==> src/design/msd_pkg.sv <==
// Shared types, constants and the character decode table for the seven-segment driver.
package msd_pkg;

   localparam int DIGIT_COUNT = 8;
   localparam int IDX_W       = (DIGIT_COUNT > 1) ? $clog2(DIGIT_COUNT) : 1;
   localparam int DIGIT_W     = 4;
   localparam int SEG_W       = 8;

   typedef enum logic [1:0] {
      MODE_TICK    = 2'd0,
      MODE_CHAR    = 2'd1,
      MODE_POINT   = 2'd2,
      MODE_SEGMENT = 2'd3
   } mode_type;

   typedef struct packed {
      mode_type             mode;
      logic [DIGIT_W-1:0]   digit;
      logic [7:0]           char_code;
      logic [3:0]           segment_number;
      logic                 turn_on;
   } req_type;

   typedef struct packed {
      logic [DIGIT_W-1:0]   active_digit;
      logic [SEG_W-1:0]     segment_pattern;
   } rsp_type;

   typedef struct packed {
      logic capture;
      logic execute;
   } ctrl_cmd_type;

   typedef struct packed {
      logic tick_pending;
      logic out_free;
   } dp_status_type;

   function automatic logic [SEG_W-1:0] decode_char(input logic [7:0] code);
      logic [SEG_W-1:0] pat;
      case (code)
         8'd45:   pat = 8'h02;
         8'd48:   pat = 8'hfc;
         8'd49:   pat = 8'h60;
         8'd50:   pat = 8'hda;
         8'd51:   pat = 8'hf2;
         8'd52:   pat = 8'h66;
         8'd53:   pat = 8'hb6;
         8'd54:   pat = 8'hbe;
         8'd55:   pat = 8'he0;
         8'd56:   pat = 8'hfe;
         8'd57:   pat = 8'hf6;
         8'd65:   pat = 8'hee;
         8'd66:   pat = 8'h3e;
         8'd67:   pat = 8'h9c;
         8'd68:   pat = 8'h7a;
         8'd69:   pat = 8'h9e;
         8'd70:   pat = 8'h8e;
         8'd71:   pat = 8'hbe;
         8'd72:   pat = 8'h6e;
         8'd73:   pat = 8'h60;
         8'd74:   pat = 8'h78;
         8'd76:   pat = 8'h1c;
         8'd78:   pat = 8'h2a;
         8'd79:   pat = 8'h3a;
         8'd80:   pat = 8'hce;
         8'd82:   pat = 8'h0a;
         8'd83:   pat = 8'hb6;
         8'd84:   pat = 8'h1e;
         8'd85:   pat = 8'h7c;
         8'd89:   pat = 8'h76;
         8'd95:   pat = 8'h10;
         8'd175:  pat = 8'h80;
         8'd176:  pat = 8'hc6;
         8'd186:  pat = 8'hd6;
         default: pat = 8'h00;
      endcase
      return pat;
   endfunction

endpackage

==> src/design/msd_ctrl.sv <==
// Controller state machine that sequences capture and execution of each request beat.
module msd_ctrl
   import msd_pkg::*;
(
   input  logic          clock,
   input  logic          reset,
   input  logic          req_valid,
   output logic          req_ready,
   input  dp_status_type status,
   output ctrl_cmd_type  cmd
);

   typedef enum logic {
      ST_IDLE,
      ST_EXEC
   } state_type;

   state_type state_ff, state_in;

   always_comb begin
      state_in    = state_ff;
      cmd.capture = 1'b0;
      cmd.execute = 1'b0;
      case (state_ff)
         ST_IDLE: begin
            if (req_valid) begin
               cmd.capture = 1'b1;
               state_in    = ST_EXEC;
            end
         end
         ST_EXEC: begin
            if (!status.tick_pending || status.out_free) begin
               cmd.execute = 1'b1;
               state_in    = ST_IDLE;
            end
         end
         default: state_in = ST_IDLE;
      endcase
   end

   assign req_ready = (state_ff == ST_IDLE);

   always_ff @(posedge clock) begin
      if (reset) begin
         state_ff <= ST_IDLE;
      end else begin
         state_ff <= state_in;
      end
   end

endmodule

==> src/design/msd_dp.sv <==
// Datapath holding the captured beat, the pattern store, the scan index and the output register.
module msd_dp
   import msd_pkg::*;
(
   input  logic          clock,
   input  logic          reset,
   input  req_type       req_data,
   input  ctrl_cmd_type  cmd,
   output dp_status_type status,
   output logic          rsp_valid,
   input  logic          rsp_ready,
   output rsp_type       rsp_data
);

   req_type          item_ff;
   logic [SEG_W-1:0] store_ff [DIGIT_COUNT];
   logic [IDX_W-1:0] scan_ff;
   logic [IDX_W-1:0] scan_in;
   logic             rsp_valid_ff;
   rsp_type          rsp_ff;

   logic             is_tick;
   logic             digit_ok;
   logic             seg_ok;
   logic [IDX_W-1:0] rd_idx;
   logic [SEG_W-1:0] entry;
   logic [SEG_W-1:0] entry_in;
   logic [SEG_W-1:0] seg_mask;
   logic [SEG_W-1:0] glyph;
   logic             write_en;
   logic             load_rsp;

   assign is_tick  = (item_ff.mode == MODE_TICK);
   assign digit_ok = ({1'b0, item_ff.digit} < (DIGIT_W + 1)'(DIGIT_COUNT));
   assign seg_ok   = item_ff.segment_number inside {[4'd1:4'd8]};
   assign rd_idx   = is_tick ? scan_ff : item_ff.digit[IDX_W-1:0];
   assign entry    = store_ff[rd_idx];
   assign seg_mask = 8'h80 >> (item_ff.segment_number - 4'd1);
   assign glyph    = decode_char(item_ff.char_code);
   assign scan_in  = (scan_ff == IDX_W'(DIGIT_COUNT - 1)) ? '0 : scan_ff + 1'b1;

   always_comb begin
      entry_in = entry;
      write_en = 1'b0;
      case (item_ff.mode)
         MODE_CHAR: begin
            entry_in = {glyph[SEG_W-1:1], entry[0]};
            write_en = digit_ok;
         end
         MODE_POINT: begin
            entry_in = {entry[SEG_W-1:1], item_ff.turn_on};
            write_en = digit_ok;
         end
         MODE_SEGMENT: begin
            entry_in = item_ff.turn_on ? (entry | seg_mask) : (entry & ~seg_mask);
            write_en = digit_ok && seg_ok;
         end
         default: begin
            entry_in = entry;
            write_en = 1'b0;
         end
      endcase
   end

   assign load_rsp = cmd.execute && is_tick;

   always_ff @(posedge clock) begin
      if (cmd.capture) begin
         item_ff <= req_data;
      end
      if (load_rsp) begin
         rsp_ff.active_digit    <= DIGIT_W'(scan_ff);
         rsp_ff.segment_pattern <= entry;
      end
   end

   always_ff @(posedge clock) begin
      if (reset) begin
         store_ff     <= '{default: '0};
         scan_ff      <= '0;
         rsp_valid_ff <= 1'b0;
      end else begin
         if (cmd.execute && write_en) begin
            store_ff[rd_idx] <= entry_in;
         end
         if (load_rsp) begin
            scan_ff      <= scan_in;
            rsp_valid_ff <= 1'b1;
         end else if (rsp_ready) begin
            rsp_valid_ff <= 1'b0;
         end
      end
   end

   assign status.tick_pending = is_tick;
   assign status.out_free     = !rsp_valid_ff || rsp_ready;
   assign rsp_valid           = rsp_valid_ff;
   assign rsp_data            = rsp_ff;

endmodule

==> src/design/multiplexed_seven_segment_driver.sv <==
// Top level of the multiplexed seven-segment driver.
//  Channel   Direction  Handshake              Payload
//  req_      in         req_valid/req_ready    req_type: mode, digit, char, segment, turn_on
//  rsp_      out        rsp_valid/rsp_ready    rsp_type: active_digit, segment_pattern
// Each request beat is captured in the idle state and then, in the execute state, goes through the
// read-modify-write of the pattern store through its single read port.
// A tick waits in execution while the output register still holds an untaken beat.
// Reset is synchronous and clears the pattern store, the scan index and all control state.
module multiplexed_seven_segment_driver
   import msd_pkg::*;
(
   input  logic    clock,
   input  logic    reset,
   input  logic    req_valid,
   output logic    req_ready,
   input  req_type req_data,
   output logic    rsp_valid,
   input  logic    rsp_ready,
   output rsp_type rsp_data
);

   ctrl_cmd_type  cmd;
   dp_status_type status;

   msd_ctrl u_ctrl (
      .clock     (clock),
      .reset     (reset),
      .req_valid (req_valid),
      .req_ready (req_ready),
      .status    (status),
      .cmd       (cmd)
   );

   msd_dp u_dp (
      .clock     (clock),
      .reset     (reset),
      .req_data  (req_data),
      .cmd       (cmd),
      .status    (status),
      .rsp_valid (rsp_valid),
      .rsp_ready (rsp_ready),
      .rsp_data  (rsp_data)
   );

endmodule

==> config.mk <==
export PLATFORM = sky130hd
export DESIGN_NAME = multiplexed_seven_segment_driver
export DESIGN_NICKNAME = d
export VERILOG_FILES = /design/src/design/msd_pkg.sv /design/src/design/msd_ctrl.sv /design/src/design/msd_dp.sv /design/src/design/multiplexed_seven_segment_driver.sv
export SDC_FILE = /design/constraint.sdc
export NUM_CORES = 1
export LEC_CHECK = 0
export BUFFER_PORTS_ARGS = -buffer_cell sky130_fd_sc_hd__buf_4
export CAP_MARGIN = 20
export CORE_ASPECT_RATIO = 1.75
export CORE_MARGIN = 2
export CORE_UTILIZATION = 30
export DETAILED_ROUTE_END_ITERATION = 8
export GPL_TIMING_DRIVEN = 1
export PLACE_DENSITY = 0.53
export SETUP_SLACK_MARGIN = 0.3
export SLEW_MARGIN = 5
export SYNTH_ARGS = -nofsm -noshare
export SYNTH_HDL_FRONTEND = slang
export SYNTH_SLANG_ARGS = --single-unit
==> constraint.sdc <==
create_clock -name clock -period 5.6 [get_ports clock]
set_input_delay 0.56 -clock clock [delete_from_list [all_inputs] [get_ports clock]]
set_output_delay 0.56 -clock clock [all_outputs]
set_load 0.1 [all_outputs]
# Word-level counts from Yosys, hierarchy flattened
# Index checks and enable logic that the tools add are counted.
# classes
n_eq_ne,38
n_lt_le_gt_ge,5
mux,20
addsub,2
reduce_logical,15
shifts,1
bitwise_logic,5
# ops
operator,count
$pmux 8 s31,1
$eq 8x7->1 const B,20
$eq 8x6->1 const B,11
$bwmux 64,1
$mux 8,4
$bmux 8 s3,1
$demux 8 s3,1
$eq 8x8->1 const B,3
$pmux 8 s3,1
$and 8x8->8,1
$not 8->8,1
$or 8x8->8,1
$reduce_or 2->1,4
$shr 8x4->8 const A,1
$mux 1,7
$mux 3,2
$logic_and 1x1->1,5
$eq 2x2->1 const B,2
$ge 4x1->1 const B,1
$ge 4x4->1 const B,1
$le 4x4->1 const B,1
$lt 4x1->1 const B,1
$lt 4x4->1 const B,1
$not 3->4,1
10 further kinds,13
# totals
inputBits,23
reg_bits,99
wordCells,104
out_inout_bits,14

# Longest topological paths before layout
# Gate-level depths: netlist of the first run.
# logic_depth
depth_word,10
mapped_depth,12
depth_no_buf,8

# Cells and area by module
# From an unflattened synthesis of the first run, not the netlist that was laid out.
# unflattened
cells_unflattened,607
hier_area_um2,5489.0
# modules_own_cells
mod,instances,seq_area_each_um2,area_per_inst_um2,cells_each
msd_dp,1,2262.2,5430.2,599
msd_ctrl,1,20.0,58.8,8

# Worst setup path before layout of the first run
# No wires, ideal clock.
# synth_timing
path_type,register to register
from,register u_dp.item_ff[17] (netlist name)
to,register u_dp.scan_ff[0]
t_arrival_ps,2496
stages_incl_launch_ff,10
required_ps,5471
setup_ps,129
synth_period_minus_slack_ps,2625
path_buffers,3
slack_ps,2975
path_cell_list,edfxtp_1 inv_1 ha_1 buf_6 buf_6 buf_6 inv_1 nor3_1 mux2i_1 nor2_1
# synth_between
elab_chain_cells,6
# synth_lines
item,line_no,rtl
"start, declared",msd_dp.sv:15,req_type item_ff;
"start signal, assigned",msd_dp.sv:69,item_ff <= req_data;
$logic_not 2->1 *,msd_dp.sv:33,assign is_tick = (item_ff.mode == MODE_TICK);
$logic_not 1->1,msd_ctrl.sv:32,if (!status.tick_pending || status.out_free) begin
$logic_or 1x1->1,msd_ctrl.sv:32,
$mux 1,msd_ctrl.sv:32,
$mux 1,msd_ctrl.sv:24,case (state_ff)
$logic_and 1x1->1 *,msd_dp.sv:65,assign load_rsp = cmd.execute && is_tick;
named net u_dp.load_rsp,msd_dp.sv:31,logic load_rsp;
"end signal, assigned",msd_dp.sv:87,scan_ff <= scan_in;
"end, declared",msd_dp.sv:17,logic [IDX_W-1:0] scan_ff;
# The timed path passes the listed nets; every way through them passes the cells marked *.
# A chain may end at the register's enable or synchronous reset.

# Worst setup path after layout of the first run
# layout_timing
from,register u_dp.item_ff[17] (netlist name)
to,register u_dp.store_ff[4] (netlist name)
# layout_between
elab_chain_cells,10
elab_cells_between_ends,26
cone_classes,2 x order compare; 3 x eq/ne; 12 x mux; 3 x bitwise; 6 x reduce/logical
# layout_lines
item,line_no,rtl
$logic_not 2->1,msd_dp.sv:33,
$mux 3,msd_dp.sv:36,assign rd_idx = is_tick ? scan_ff : item_ff.digit[IDX_W-1:0];
$not 3->4 (not written as such),"msd_dp.sv:37, msd_dp.sv:84",
$bmux 8 s3,msd_dp.sv:37,assign entry = store_ff[rd_idx];
$mux 8 (not written as such) (2 in series),msd_dp.sv:37,
$and 8x8->8 or $or 8x8->8 (tied branches),msd_dp.sv:55,entry_in = item_ff.turn_on ? (entry | seg_mask) : (entry & ~seg_mask);
$mux 8,msd_dp.sv:55,
$pmux 8 s3,msd_dp.sv:45,case (item_ff.mode)
$bwmux 64,msd_dp.sv:84,store_ff[rd_idx] <= entry_in;
"end signal, assigned by index",msd_dp.sv:84,
"end, declared",msd_dp.sv:16,logic [SEG_W-1:0] store_ff [DIGIT_COUNT];
# Parallel ways exist; a longest one is shown, timed or not. The select of a mux whose other input is x is not followed.

==> impl_results.md, run 1 <==
* Setup ws final at 2.228 ns
* Maximum number of pins on one net before global-route repair at 45
* Register clock-pin slew on the reported worst setup and hold paths at 0.08 ns
* Die X at 109.1 um
* Net count of the mapped netlist at 637
* CTS H-tree lvls at 3
* DRC violations left at 0
* Start-to-end type of the worst setup path: reg2reg
* Detailed router's first-iteration violation count at 511
* Worst Skew at 0.01235 ns
* CTS max path bufs at 2
* Most used cell, CP: sky130_fd_sc_hd__mux2i_4
* Post-synthesis sequential area ratio at 39.34%
* Number of stages on the worst hold path at 1
* Final critical-path share of the clock period at 60.21%
* Most common cell in the netlist: sky130_fd_sc_hd__nor2_1
* Finish-stage setup viols at 0
* Actual transition at the worst max-transition pin at 1.123 ns
* Final-layout worst hold slack at 0.3803 ns
* Cells on worst reg2reg path at 8
* Gpl congestion at 0.9098
* Post-DR wirelength/cell at 21.76 um
* Via total after detailed routing at 4975
* Buffers inserted during post-CTS setup optimization at 0
* I/O Buffers at 35
* Post-synth top cells: 85 x sky130_fd_sc_hd__nor2_1, 69 x sky130_fd_sc_hd__dfxtp_1, 49 x sky130_fd_sc_hd__o21ai_0
* CTS Hold Bufs at 0
* Detailed Routing Iterations Pass 1 at 5
* Total number of placement rows at 67
* Largest fanout of any net on the critical path at 16
* Num ports at 37
* Startpoint of the lowest-slack register-to-register path: u_dp.item_ff[17]$_DFFE_PP_
* Cell-by-cell trace of the critical path: inv_1, ha_1, mux2i_4, mux4_2, mux2i_4, a21oi_1, nor3_4, a211oi_1
* Instance count of the mapped netlist at 608
* Worst hold endpoint: u_dp.item_ff[14]$_DFFE_PP_
* Top post-synthesis cells by area: sky130_fd_sc_hd__dfxtp_1 24%, sky130_fd_sc_hd__edfxtp_1 16%, sky130_fd_sc_hd__nor2_1 5.5%
* Wire length of the first global-routing pass at 29370 um
* Headroom to the max-slew limit at 24.75%
* Starting utilization of the core area at 30.49%
* Min Tclk post-route at 3.372 ns
* Yosys Warn Count at 0
* Setup repair after global routing missed its margin: no
* Clock latency on the worst-skew pair at 0.36 ns
* Leakage Power at 2.208 nW
* Clock tree sinks at 99
* Sort of element at the end of the critical path: flop
* Area growth from synthesis to layout at 11.73%
* Class of the tightest hold or removal check: in2reg
* Crit path required time at 5.79 ns
* Core area at 0.01903 mm^2
* Final net count at 649
* Congestion Overflow GR at 0
* Yosys top cell by area: sky130_fd_sc_hd__dfxtp_1
* Estimated wirelength of the detail-placed design at 14080 um
* Crit path launch type: flop
* Hold_sp: req_data[14]
* Die ar. at 0.02051 mm^2
* Fraction of layout cells with a size suffix above 1 at 20.64%
* Buffers and inverters on the worst path at 1
* Vias in the first global route at 5056
* Fill cells at 1907
* Combined area of all synthesized cells at 0.005802 mm^2
* Setup Total Neg Slack at 0 ns
* Async S/R FF share, synth at 0%
* Antenna violations before repair at 0
* Number of synthesized flops with an enable pin at 30
* Cells resized by post-CTS repair at 0
* Critical path's top delay family: multiplexers
* Area occupied by multi-input gates at 0.003197 mm^2
* Largest stage delay on the critical path at 0.78 ns
* Vias per cell at 5.745
* Final hold viol count at 0
* Vertical extent of the die at 188.0 um
* Total wirelength of the detailed-routed design at 18850 um
* Max Cap Viol at 0
* Outcome: complete, no violations
* Destination of the worst register-to-register timing path: u_dp.store_ff[4]$_SDFFE_PP0P_
* Synthesized area per cell at 9.542 um^2
* Max rail drop VDD at 0.1516 mV
* TritonCTS clock tree: done
* Number of CTS-inserted buffers at 9
* Library cell used as clock root buffer: sky130_fd_sc_hd__clkbuf_16
* Global router's overall resource usage at 18.94%
* Post-synthesis sequential element count at 99
* Remaining antenna violation count at 0
* Achievable Freq at 296.6 MHz
* Storage cell area at 0.002282 mm^2
* Power per Cell Area at 244.2 mW/mm^2
* Final max-slew violation count at 0
* Count of unique library cells instantiated by Yosys at 91
* Number of diodes added for antenna fixing at 0
* Post-placement setup slack at 2.244 ns
* Slack of the worst reg-to-reg path at 2.23 ns
* Cell type of the slowest stage on the worst timing path: sky130_fd_sc_hd__mux2i_4
* Data arrival at the endpoint of the critical path at 3.56 ns
* Main flop type after synthesis: sky130_fd_sc_hd__dfxtp_1
* Area fraction of the dominant cell type after synthesis at 23.81%
[power by group]
part / switching [mW] / internal, mW / leakage (nW)
clock network: 0.295 / 0.312 / 0.142
registers: 0.0334 / 0.753 / 0.840
logic: 0.123 / 0.0656 / 1.23
[how the worst max path moves through the flow]
stage	start	endpoint	slack [ns]	cells past startpoint
6_report	u_dp.item_ff[17]$_DFFE_PP_	u_dp.store_ff[4]$_SDFFE_PP0P_	2.23	8
5_1_grt	u_dp.item_ff[18]$_DFFE_PP_	u_dp.store_ff[4]$_SDFFE_PP0P_	2.01	8
4_1_cts	u_dp.item_ff[17]$_DFFE_PP_	u_dp.store_ff[4]$_SDFFE_PP0P_	2.23	8
3_5_place_dp	u_dp.item_ff[17]$_DFFE_PP_	u_dp.store_ff[4]$_SDFFE_PP0P_	2.24	8
3_3_place_gp	u_dp.item_ff[17]$_DFFE_PP_	u_dp.store_ff[60]$_SDFFE_PP0P_	2.32	8
2_1_floorplan	u_dp.item_ff[17]$_DFFE_PP_	u_dp.scan_ff[0]$_SDFFE_PP0P_	2.97	9
[per-stage QoR]
stage / power, mW / cell area [um^2] / cells / utilization, %
after floorplan: 0.9366 / 5802 / 608 / -
after global placement: 0.9862 / 6171 / 848 / 32.43
after detailed placement: 0.9890 / 6182 / 849 / 32.49
after CTS: 1.595 / 6475 / 865 / 34.03
after global routing: 1.641 / 6482 / 866 / 34.07
final: 1.583 / 6482 / 866 / 34.07
[logic make-up (layout without fill, tap and decap cells)]
family	after synthesis	after routing	synth area share, %
XOR/XNOR	3	3	0.4530
multiplexers	33	33	7.354
other	1	1	0.06463
adder cells (fa/ha/maj)	6	6	1.294
buffers and inverters	61	78	5.887
AO/OA/AOI/OAI	172	172	23.16
flip-flops	99	99	39.34
AND/OR/NAND/NOR	233	233	22.45
[sequential cells by signal (all words and copies together) (netlist names)]
signal           count
u_dp.store_ff       64
u_dp.rsp_valid       1
u_dp.rsp_data       11
u_ctrl.state_ff      1
u_dp.scan_ff         3
u_dp.item_ff        19
[routing by layer]
metal	wire [um]	global-route usage, %	vias to the layer above
met4	1115	12.13	0
met3	807	2.746	66
li1	-	-	2306
met5	0	0	-
met2	10340	35.12	185
met1	6580	18.95	2418
[layout by cell type, fill, tap and decap left out, types with 9 or more instances in the layout]
cell,n
sky130_fd_sc_hd__o21ai_0,49
sky130_fd_sc_hd__a31oi_1,12
sky130_fd_sc_hd__nor3_1,16
sky130_fd_sc_hd__nand2_1,27
sky130_fd_sc_hd__edfxtp_1,30
sky130_fd_sc_hd__nor3b_1,9
sky130_fd_sc_hd__inv_1,16
sky130_fd_sc_hd__clkbuf_16,9
sky130_fd_sc_hd__dfxtp_1,69
sky130_fd_sc_hd__nand2b_1,11
sky130_fd_sc_hd__a21oi_1,14
sky130_fd_sc_hd__a211oi_1,27
sky130_fd_sc_hd__buf_4,44
sky130_fd_sc_hd__a211oi_2,9
sky130_fd_sc_hd__nor2b_1,9
sky130_fd_sc_hd__nor2_1,85
sky130_fd_sc_hd__mux2i_1,21
[layout make-up]
| cell class | count | share of cell area, % |
|---|---|---|
| well taps | 241 | 4.652 |
| repair buffers | 46 | 5.385 |
| clock inverters | 7 | 1.042 |
| clock buffers | 9 | 3.474 |
| flip-flops and latches | 99 | 35.21 |
| multi-input cells | 448 | 49.31 |
| inverters | 16 | 0.9265 |
(Power assumes the default switching activity.)
==> inputs of run 2 (changes only) <==
--- a/config.mk
+++ b/config.mk
@@ -12,7 +12,7 @@
 export CORE_UTILIZATION = 30
 export DETAILED_ROUTE_END_ITERATION = 8
 export GPL_TIMING_DRIVEN = 1
-export PLACE_DENSITY = 0.53
+export PLACE_DENSITY = 0.55
 export SETUP_SLACK_MARGIN = 0.3
 export SLEW_MARGIN = 5
 export SYNTH_ARGS = -nofsm -noshare
==> constraint.sdc (replaced) <==
create_clock -name clock -period 2.75 [get_ports clock]
set_input_delay 0.275 -clock clock [delete_from_list [all_inputs] [get_ports clock]]
set_output_delay 0.275 -clock clock [all_outputs]
set_load 0.1 [all_outputs]
==> run 2 against run 1 <==
Final cell count increased by 10%. Largest power group unchanged. Die area is the same. Via count up 7.1%. Highest routed layer unchanged. Critical endpoint is now u_dp.rsp_data[4]$_DFFE_PP_. Sequential cell count unchanged.
==> impl_results.md, run 2 (same netlist as run 1, synthesis figures left out) <==
* Library cell used as clock root buffer: sky130_fd_sc_hd__clkbuf_16
* Actual transition at the worst max-transition pin at 0.8601 ns (-0.2625 ns)
* Die X at 109.1 um (unchanged)
* Maximum number of pins on one net before global-route repair at 44 (-2.2%)
* DRC violations left at 0 (unchanged)
* Final hold viol count at 0 (unchanged)
* Largest reg by FF count: u_dp.store_ff
* Post-DR wirelength/cell at 20.51 um (-5.8%)
* Max reg flops at 64 (unchanged)
* Fraction of the core area covered by cells at the end of the flow at 40.55% (+6.5 points)
* Clock tree sinks at 99 (unchanged)
* Finish-stage setup viols at 0 (unchanged)
* Fill cells at 1777 (-6.8%)
* Total wirelength of the detailed-routed design at 19600 um (+4.0%)
* Leading cell type in the layout, fill and taps excluded: sky130_fd_sc_hd__buf_4
* Starting utilization of the core area at 30.49% (unchanged)
* CTS max path bufs at 2 (unchanged)
* Worst Skew at 0.007878 ns (-0.004471 ns)
* Leakage Power at 2.767 nW (+25%)
* Register clock-pin slew on the reported worst setup and hold paths at 0.07 ns (about the same)
* Global router's overall resource usage at 19.69% (+0.76 points)
* Number of diodes added for antenna fixing at 0 (unchanged)
* Largest fanout of any net on the critical path at 7 (-9)
* Achievable Freq at 384.4 MHz (+30%)
* Outcome: complete, no violations
* Fraction of layout cells with a size suffix above 1 at 36.22% (+16 points)
* Final net count at 739 (+14%)
* Gpl congestion at 0.9387 (+3.2%)
* Via total after detailed routing at 5329 (+7.1%)
* Die ar. at 0.02051 mm^2 (unchanged)
* I/O Buffers at 35 (unchanged)
* Start-to-end type of the worst setup path: reg2reg
* Top library cells by usage in the layout, fill and taps aside: 114 x sky130_fd_sc_hd__buf_4, 80 x sky130_fd_sc_hd__nor2_1, 69 x sky130_fd_sc_hd__dfxtp_1
* Final instance area at 0.007716 mm^2 (+19%)
* Setup repair after global routing missed its margin: yes
* Number of CTS-inserted buffers at 9 (unchanged)
* Setup Total Neg Slack at 0 ns (unchanged)
* Data arrival at the endpoint of the critical path at 2.72 ns (-0.84 ns)
* Power per Cell Area at 462.5 mW/mm^2 (+89%)
* Vias per cell at 5.574 (-3.0%)
* Min Tclk post-route at 2.601 ns (-0.7702 ns)
* Area growth from synthesis to layout at 33.00%
* Sort of element at the end of the critical path: flop
* Number of placed cells counting well taps at 901 (+6.1%)
* Max rail drop VDD at 0.2649 mV (+75%)
* Clock latency on the worst-skew pair at 0.36 ns (about the same)
* Remaining antenna violation count at 0 (unchanged)
* Area post-placement at 0.006631 mm^2 (+7.3%)
* Wire length of the first global-routing pass at 30590 um (+4.2%)
* Headroom to the max-slew limit at 42.60% (+18 points)
* Vias in the first global route at 5452 (+7.8%)
* Congestion Overflow GR at 0 (unchanged)
* Core area at 0.01903 mm^2 (unchanged)
* Class of the tightest hold or removal check: in2reg
* Total number of placement rows at 67 (unchanged)
* Estimated wirelength of the detail-placed design at 14110 um (+0.21%)
* Vertical extent of the die at 188.0 um (unchanged)
* TritonCTS clock tree: done
* Final critical-path share of the clock period at 94.60% (+34 points)
* Num ports at 37 (unchanged)
* Final max-slew violation count at 0 (unchanged)
* Max Cap Viol at 0 (unchanged)
* Antenna violations before repair at 0 (unchanged)
* Final-layout worst hold slack at 0.09728 ns (-0.2831 ns)
* Detailed router's first-iteration violation count at 428 (-16%)
* CTS Hold Bufs at 0 (unchanged)
* Crit path launch type: flop
* Crit path required time at 2.87 ns (-2.92 ns)
* Final std cells w/o fill at 956 (+10%)
* CTS H-tree lvls at 3 (unchanged)
* Detailed Routing Iterations Pass 1 at 5 (unchanged)
[run 2: cell types whose count changed in the layout (fill, tap and decap cells not counted), sizes merged]
cell | previous run | this run
buf | 45 | 134
clkbuf | 10 | 12
inv | 20 | 18
bufbuf | 0 | 1
bufinv | 0 | 1
clkdlybuf4s15 | 0 | 1
clkinv | 2 | 1
clkinvlp | 1 | 0
[run 2: repair_timing]
item / CTS / global route
pin swaps: 25 / 13
gates cloned: 2 / 1
resized for setup: 40 / 30
endpoints found under the setup margin: 69 / 68
buffers inserted: 27 / 9
hold endpoints to repair: 0 / 0
[run 2: metal layers]
metal | GRT usage [%] | up-vias | part of all wire, %
li1 | - | 2484 | -
met1 | 19.49 | 2593 | 35
met2 | 35.69 | 169 | 54
met3 | 2.815 | 83 | 3.2
met4 | 14.89 | 0 | 7.9
met5 | 0 | - | 0
[run 2: worst paths after layout]
kind,slack [ns],end,cells past startpoint,startpoint
max,0.15,u_dp.rsp_data[4]$_DFFE_PP_,11,u_dp.item_ff[18]$_DFFE_PP_
min,0.1,u_dp.item_ff[8]$_DFFE_PP_,1,req_data[8]
max reg2reg,0.15,u_dp.rsp_data[4]$_DFFE_PP_,11,u_dp.item_ff[18]$_DFFE_PP_
min reg2reg,0.49,u_dp.store_ff[29]$_SDFFE_PP0P_,2,u_dp.store_ff[29]$_SDFFE_PP0P_
[run 2: area by class of cell]
| cell class | instances | area, um^2 | area share, % |
|---|---|---|---|
| Multi-Input combinational cell | 448 | 3487 | 45.19 |
| Clock buffer | 12 | 289.0 | 3.746 |
| Tap cell | 241 | 301.5 | 3.908 |
| Sequential cell | 99 | 2282 | 29.58 |
| Inverter | 16 | 60.06 | 0.7783 |
| Timing Repair Buffer | 136 | 1246 | 16.15 |
| Clock inverter | 4 | 50.05 | 0.6486 |
[run 2: power breakdown]
| part | switching, mW | internal (mW) | leakage [nW] |
|---|---|---|---|
| Clock | 0.551 | 0.842 | 0.170 |
| Sequential | 0.0282 | 1.53 | 0.840 |
| Combinational | 0.348 | 0.265 | 1.76 |
| Total | 0.927 | 2.64 | 2.77 |
[run 2: worst max-delay path, stage by stage (launching register included)]
cell and delay, ns:
sky130_fd_sc_hd__edfxtp_1 0.40, sky130_fd_sc_hd__inv_2 0.10, sky130_fd_sc_hd__ha_4 0.21, sky130_fd_sc_hd__buf_6 0.13, sky130_fd_sc_hd__mux2i_4 0.24, sky130_fd_sc_hd__buf_12 0.16, sky130_fd_sc_hd__mux4_2 0.52, sky130_fd_sc_hd__mux2i_4 0.23
sky130_fd_sc_hd__buf_4 0.15, sky130_fd_sc_hd__buf_4 0.09, sky130_fd_sc_hd__buf_4 0.11, sky130_fd_sc_hd__inv_1 0.04
[run 2: metrics by stage]
stage / power, mW / setup slack [ns]
floorplan: 1.910 / 0.2889
global placement: 2.076 / -0.3324
detailed placement: 2.080 / -0.3590
CTS: 3.561 / 0.1842
global route: 3.684 / 0.03731
finish: 3.569 / 0.1486
